<file path="src/rtl/core/apfh_pkg.sv">
package apfh_pkg;

   // Field and datapath widths
   localparam int RAW_W      = 16;
   localparam int CHAN_W     = 20;
   localparam int TAP_W      = 8;
   localparam int PROD_W     = 24;   // 16 x 8 signed product
   localparam int PART_W     = 26;   // sum of four products
   localparam int SUM_W      = 28;   // sum of up to sixteen products
   localparam int CSR_DATA_W = 64;
   localparam int CSR_ADDR_W = 6;
   localparam int REQ_DATA_W = 40;
   localparam int RSP_DATA_W = 104;

   // Register reset values
   localparam logic [14:0]        RST_THRESHOLD  = 15'd0;
   localparam logic [14:0]        RST_STEP_COUNT = 15'd10;
   localparam logic signed [15:0] RST_PED_INIT   = 16'sd1000;
   localparam logic [63:0]        RST_TAPS_LOW   = 64'd940138555614036994;
   localparam logic [63:0]        RST_TAPS_HIGH  = 64'd145247715268955149;
   localparam logic [3:0]         RST_FIR_SHIFT  = 4'd6;

   // Register map, one 64-bit register every 8 bytes
   typedef enum logic [2:0] {
      REG_THRESHOLD  = 3'd0,
      REG_STEP_COUNT = 3'd1,
      REG_PED_INIT   = 3'd2,
      REG_TAPS_LOW   = 3'd3,
      REG_TAPS_HIGH  = 3'd4,
      REG_FIR_SHIFT  = 3'd5
   } csr_reg_type;

   typedef struct packed {
      logic [14:0]        threshold;
      logic [14:0]        step_count;
      logic signed [15:0] ped_init;
      logic [63:0]        taps_low;
      logic [63:0]        taps_high;
      logic [3:0]         fir_shift;
   } cfg_type;

   // Per-sample control carried alongside the filter pipeline
   typedef struct packed {
      logic              last;
      logic              idx_nz;
      logic [15:0]       start;
      logic [CHAN_W-1:0] channel;
   } item_ctrl_type;

   typedef struct packed {
      logic [CHAN_W-1:0]  channel;
      logic [15:0]        start;
      logic signed [31:0] charge_sum;
      logic [15:0]        duration;
      logic signed [15:0] peak;
   } hit_type;

   // Tap j as a signed byte: taps 0..7 in the low word, 8..15 in the high word
   function automatic logic signed [TAP_W-1:0] tap_at(input logic [63:0] lo,
                                                      input logic [63:0] hi,
                                                      input logic [3:0]  j);
      logic [63:0] w;
      w = j[3] ? hi : lo;
      return $signed(w[{j[2:0], 3'b000} +: TAP_W]);
   endfunction

endpackage

</file>
<file path="src/rtl/core/apfh_csr.sv">
module apfh_csr
   import apfh_pkg::*;
(
   input  logic                  clock,
   input  logic                  reset,
   input  logic                  csr_psel,
   input  logic                  csr_penable,
   input  logic                  csr_pwrite,
   input  logic [CSR_ADDR_W-1:0] csr_paddr,
   input  logic [CSR_DATA_W-1:0] csr_pwdata,
   output logic [CSR_DATA_W-1:0] csr_prdata,
   output logic                  csr_pready,
   output cfg_type               cfg
);

   cfg_type     cfg_ff;
   csr_reg_type reg_sel;
   logic        wr_en;

   assign csr_pready = 1'b1;
   assign reg_sel    = csr_reg_type'(csr_paddr[CSR_ADDR_W-1:3]);
   assign wr_en      = csr_psel & csr_penable & csr_pwrite & csr_pready;
   assign cfg        = cfg_ff;

   // Register writes on the access phase
   always_ff @(posedge clock) begin
      if (reset) begin
         cfg_ff.threshold  <= RST_THRESHOLD;
         cfg_ff.step_count <= RST_STEP_COUNT;
         cfg_ff.ped_init   <= RST_PED_INIT;
         cfg_ff.taps_low   <= RST_TAPS_LOW;
         cfg_ff.taps_high  <= RST_TAPS_HIGH;
         cfg_ff.fir_shift  <= RST_FIR_SHIFT;
      end else if (wr_en) begin
         case (reg_sel)
            REG_THRESHOLD:  cfg_ff.threshold  <= csr_pwdata[14:0];
            REG_STEP_COUNT: cfg_ff.step_count <= csr_pwdata[14:0];
            REG_PED_INIT:   cfg_ff.ped_init   <= $signed(csr_pwdata[15:0]);
            REG_TAPS_LOW:   cfg_ff.taps_low   <= csr_pwdata;
            REG_TAPS_HIGH:  cfg_ff.taps_high  <= csr_pwdata;
            REG_FIR_SHIFT:  cfg_ff.fir_shift  <= csr_pwdata[3:0];
            default: ;
         endcase
      end
   end

   // Read mux
   always_comb begin
      case (reg_sel)
         REG_THRESHOLD:  csr_prdata = {49'd0, cfg_ff.threshold};
         REG_STEP_COUNT: csr_prdata = {49'd0, cfg_ff.step_count};
         REG_PED_INIT:   csr_prdata = {48'd0, cfg_ff.ped_init};
         REG_TAPS_LOW:   csr_prdata = cfg_ff.taps_low;
         REG_TAPS_HIGH:  csr_prdata = cfg_ff.taps_high;
         REG_FIR_SHIFT:  csr_prdata = {60'd0, cfg_ff.fir_shift};
         default:        csr_prdata = '0;
      endcase
   end

endmodule

</file>
<file path="config.mk">
export PLATFORM = sky130hd
export DESIGN_NAME = apfh_csr
export DESIGN_NICKNAME = d
export VERILOG_FILES = /design/src/rtl/core/apfh_pkg.sv /design/src/rtl/core/apfh_csr.sv
export SDC_FILE = /design/constraint.sdc
export NUM_CORES = 1
export LEC_CHECK = 0
export ABC_CLOCK_PERIOD_IN_PS = 2250
export BUFFER_PORTS_ARGS = -buffer_cell sky130_fd_sc_hd__buf_2
export CORE_MARGIN = 2
export CORE_UTILIZATION = 54
export CTS_BUF_LIST = sky130_fd_sc_hd__clkbuf_8
export DETAILED_ROUTE_END_ITERATION = 6
export GPL_TIMING_DRIVEN = 0
export PLACE_DENSITY = 0.91
export RECOVER_POWER = 25
export SYNTH_ARGS = -nofsm -noshare
export SYNTH_HDL_FRONTEND = slang
export SYNTH_SLANG_ARGS = --single-unit
</file>
<file path="constraint.sdc">
create_clock -name clock -period 2.25 [get_ports clock]
set_input_delay 0.45 -clock clock [delete_from_list [all_inputs] [get_ports clock]]
set_output_delay 0.45 -clock clock [all_outputs]
set_load 0.01 [all_outputs]
</file>
After elaboration in Yosys (flattened, before gate mapping). Cells that the tools add are included. W data, S select, Z words.

Register bits after elaboration: 178. Input port bits: 75. Output and inout port bits: 243. Word-level logic and storage cells: 21.

Equality and inequality tests: 5. Mux-type cells: 1. Bitwise operators: 2. Reductions and logical operators: 7.

Operators with widths (count): $pmux W64 S6 (1); $reduce_and A2 Y1 (6); $eq A3 B2 Y1 const B (2); $eq A3 B3 Y1 const B (2); $eq A3 B1 Y1 const B (1); $logic_not A3 Y1 (1); $and A1 B1 Y1 (2).

Longest topological paths before layout.
Depth in word-level cells: 3. Depth in mapped cells: 6. Gate-level depth less buffers: 3.

Worst setup path after synthesis. OpenSTA, ideal clock, no wires.

Kind: input -> output. Start point: in csr_paddr[4]. End point: out csr_prdata[17]. Arrival: 1.379 ns. Required time: 1.800 ns. Setup slack: 0.421 ns. Cell stages on the path: 6. Buffers on the path: 3. Cells stage by stage: buf_4 -> nor2b_4 -> and2_4 -> buf_4 -> buf_6 -> a22o_1.

Longest elaborated chain between the ends: 2. Elaborated cells between the ends (all ways): 7. Those cells by class: 5 x eq/ne; 1 x mux; 1 x reduce/logical.

RTL lines: from (decl) (line apfh_csr.sv:9) `input logic [CSR_ADDR_W-1:0] csr_paddr,`; $eq A3 B3 Y1, or another cell as far along (line apfh_csr.sv:49) `case (reg_sel)`; $pmux W64 S6 (*) (line apfh_csr.sv:49); to (decl) (line apfh_csr.sv:11) `output logic [CSR_DATA_W-1:0] csr_prdata,`.

Mark *: on every way between the ends. The rest lies on a longest branch, timed or not.

Worst setup path in the final report.
Start point: in csr_paddr[5]. End point: reg cfg_ff, in the netlist cfg[119].

Longest elaborated chain between the ends: 2.

RTL lines: $eq A3 B2 Y1 (line apfh_csr.sv:35) `case (reg_sel)`; $reduce_and A2 Y1 (no source line); to (decl) (line apfh_csr.sv:16) `cfg_type cfg_ff;`.

Every way passes these cells. A chain may end at the register's enable or synchronous reset.

==> metrics.md <==
| Metric | Value |
|---|---|
| Status | `finished clean` |
| FF-to-FF End | `cfg[136]` |
| Clock tree buffer depth | `2` |
| Via count of the first global-routing pass | `8387` |
| Boundary pin count | `318` |
| Fill count | `1159` |
| Max reg flops | `178` |
| Slew Limit Headroom | `about a quarter` |
| Final setup violation count | `0` |
| Max rail drop VDD | `0.391 mV` |
| Synth async-reset ratio | `0%` |
| Pin count of the biggest net entering global routing | `17` |
| Tot GR Track Use | `39.7%` |
| Worst path depth | `6` |
| Part of the cycle the worst path needs | `98.1%` |
| Most frequent cells in the layout | `buf_2 (325), dfxtp_1 (178), nand3_1 (134), a21oi_1 (134), o21ai_0 (119)` |
| Initial antenna violation count | `0` |
| Final Hold Viols | `0` |
| DRT iter0 DRCs | `1353` |
| Hold Path Class | `input port to flip-flop` |
| Skew final | `0 ns` |
| Buf+Inv Stages, Crit Path | `3` |
| Post-synth EDFFs | `0` |
| N_diodes | `0` |
| Reg2Reg Setup Slack | `1.44 ns` |
| Core Region | `0.0146 mm²` |
| Share of cells above drive strength 1 | `30.7%` |
| Die Y | `between 100 and 150 µm` |
| Startpoint Class | `input port` |
| CP top delay family | `simple AND/OR/NAND/NOR gates` |
| CTS clk-pin slew, worst paths | `0.10 ns` |
| Slew Viols, Final | `0` |
| CP startpoint | `csr_paddr[5]` |
| Register area share after synthesis | `44.1%` |
| Worst path cell trace | `buf_6, nand2b_4, buf_4, nor2_1, clkbuf_2, mux2i_1` |
| Hold bufs inserted after CTS | `0` |
| Fin nets | `1350` |
| Syn Nets | `between 1k and 1.5k` |
| RSZ-0062 raised after global routing | `true` |
| Worst hold margin | `between 0.2 and 0.25 ns` |
| Critical path class | `input port to flip-flop` |
| TritonRoute pass-1 iters | `6` |
| Data required, critical path | `2.65 ns` |
| Post-DR wirelength/cell | `22.5 µm` |
| First-pass GRT wire length | `around 49000 µm` |
| Most common cell after layout, fill and taps aside | `buf_2` |
| Slew @ Worst Pin | `between 1 and 1.5 ns` |
| DRC | `0` |
| Most used flip-flop cell after synthesis | `dfxtp_1` |
| Post-synthesis cell count | `946` |
| Worst r2r src | `cfg[136]` |
| CTS Sinks | `178` |
| Power Total | `about 6.3 mW` |
| Post-route ant nets | `0` |
| H-tree depth | `4` |
| Worst Setup End Kind | `flip-flop` |
| Synth cell types | `35` |
| CP max stage delay | `between 0.8 and 0.9 ns` |
| Synth-to-Final Area Change | `26.5%` |
| Port Buffers | `310` |
| Synthesized flop and latch total | `around 180` |
| Overflow after GRT | `0` |
| Worst Path Max Fanout | `10` |
| Synth warn | `0` |
| Crit path arrival time | `2.61 ns` |
| Power per cell area | `about 610 mW/mm²` |
| Max Cap Viol | `0` |
| FMAX | `0.453 GHz` |
| Final WL | `33100 µm` |
| HPWL Detailed | `23400 µm` |
| Clk_lat worst skew | `0.48 ns` |
| Cell count of the worst reg-to-reg path | `2` |
| Num CTS Buffers | `17` |
| Die Area | `around 0.016 mm²` |
| Lkg Pwr | `about 4.3 nW` |
| Vias | `about 9.5k` |
| Worst setup endpoint | `cfg[119]` |
| Syn avg cell area | `between 8 and 9 µm²` |
| Gpl congestion | `0.951` |
| Vias per cell | `roughly 6.5` |
| Clock period minus worst slack | `2.21 ns` |
| CTS tree | `done` |
| Synthesized area | `0.00809 mm²` |
| CTS root buffer | `clkbuf_8` |
| Initial Utilization | `55.4%` |
| Die Width | `126 µm` |
| Site Rows | `44` |
| Slowest CP cell | `nor2_1` |
## layer usage
metal	global-route usage, %	up-vias	share of wire, %
met5	0	-	0
met3	8.98	168	12
met2	60.2	826	44
met4	19.7	0	5.4
li1	-	4077	-
met1	53.4	4455	39
## cell families (layout without fill, tap and decap cells)
| family | Yosys count | after routing | synth area share, % |
|---|---|---|---|
| AOI/OAI and AO/OA | 348 | 348 | 24.6 |
| buffers and inverters | 105 | 447 | 7.13 |
| DFF | 178 | 178 | 44.1 |
| other | 1 | 1 | 0.0464 |
| and+or+nand+nor | 235 | 235 | 14.4 |
| muxes | 79 | 79 | 9.78 |
## worst min-delay path, delay by kind of cell
kind	cells	cell delay, ns
buf+inv	1	0.10
simple gates	1	0.06
compound gates	1	0.05
## worst min-delay path by stage
stage | endpoint | cells after the start | from
5_1_grt | cfg[55] | 3 | csr_pwdata[51]
4_1_cts | cfg[55] | 3 | csr_pwdata[51]
2_1_floorplan | cfg[152] | 2 | cfg[152]
6_report | cfg[55] | 3 | csr_pwdata[51]
3_3_place_gp | cfg[153] | 2 | cfg[153]
3_5_place_dp | cfg[105] | 2 | cfg[105]
## what timing repair did
item | in CTS | in global routing
pin swaps | 0 | 0
setup endpoints to repair | 20 | 5
buffers inserted | 0 | 0
gates resized for setup | 4 | 4
## area by class of cell
class	count	area, µm²	area share, %
well taps	184	230	2.25
clock inverters	13	158	1.54
clock buffers	19	262	2.56
multi-input cells	663	3910	38.2
repair buffers	310	1550	15.2
flip-flops and latches	178	3560	34.8
plain buffers	105	557	5.44
## report_power, final
| part | switching [mW] | leakage, nW | internal [mW] |
|---|---|---|---|
| logic | 0.479 | 2.70 | 0.223 |
| clock network | 1.22 | 0.210 | 1.16 |
| registers | 0.0218 | 1.44 | 3.17 |
| total | 1.72 | 4.35 | 4.55 |
## Yosys cell counts, drive strengths merged (2+ instances only)
library cell	count	share of area [%]
a22o	48	5.2
o21ai	145	9.0
o2bb2ai	6	0.65
dfxtp	178	44
nor2b	2	0.25
buf	60	5.0
nand2	7	0.36
nand2b	2	0.25
mux2i	79	9.8
nor2	83	4.4
o21a	6	0.56
clkbuf	45	2.2
o22a	4	0.43
a21oi	134	8.3
nand3	134	8.3
o221ai	5	0.54
## per-stage QoR
step / cells / setup TNS (ns) / worst slack, ns / utilization, % / cell area, µm²
final: 1472 / 0 / 0.0418 / 70.1 / 10200
after global routing: 1472 / -0.0777 / -0.0642 / 70.1 / 10200
after CTS: 1472 / 0 / 0.0315 / 70.6 / 10300
after detailed placement: 1440 / -1.84 / -0.163 / 67.7 / 9870
after global placement: 1440 / -2.02 / -0.199 / 67.7 / 9870
after floorplan: 946 / 0 / 0.421 / - / 8090
Note: power is estimated with default switching activity, not from simulation.
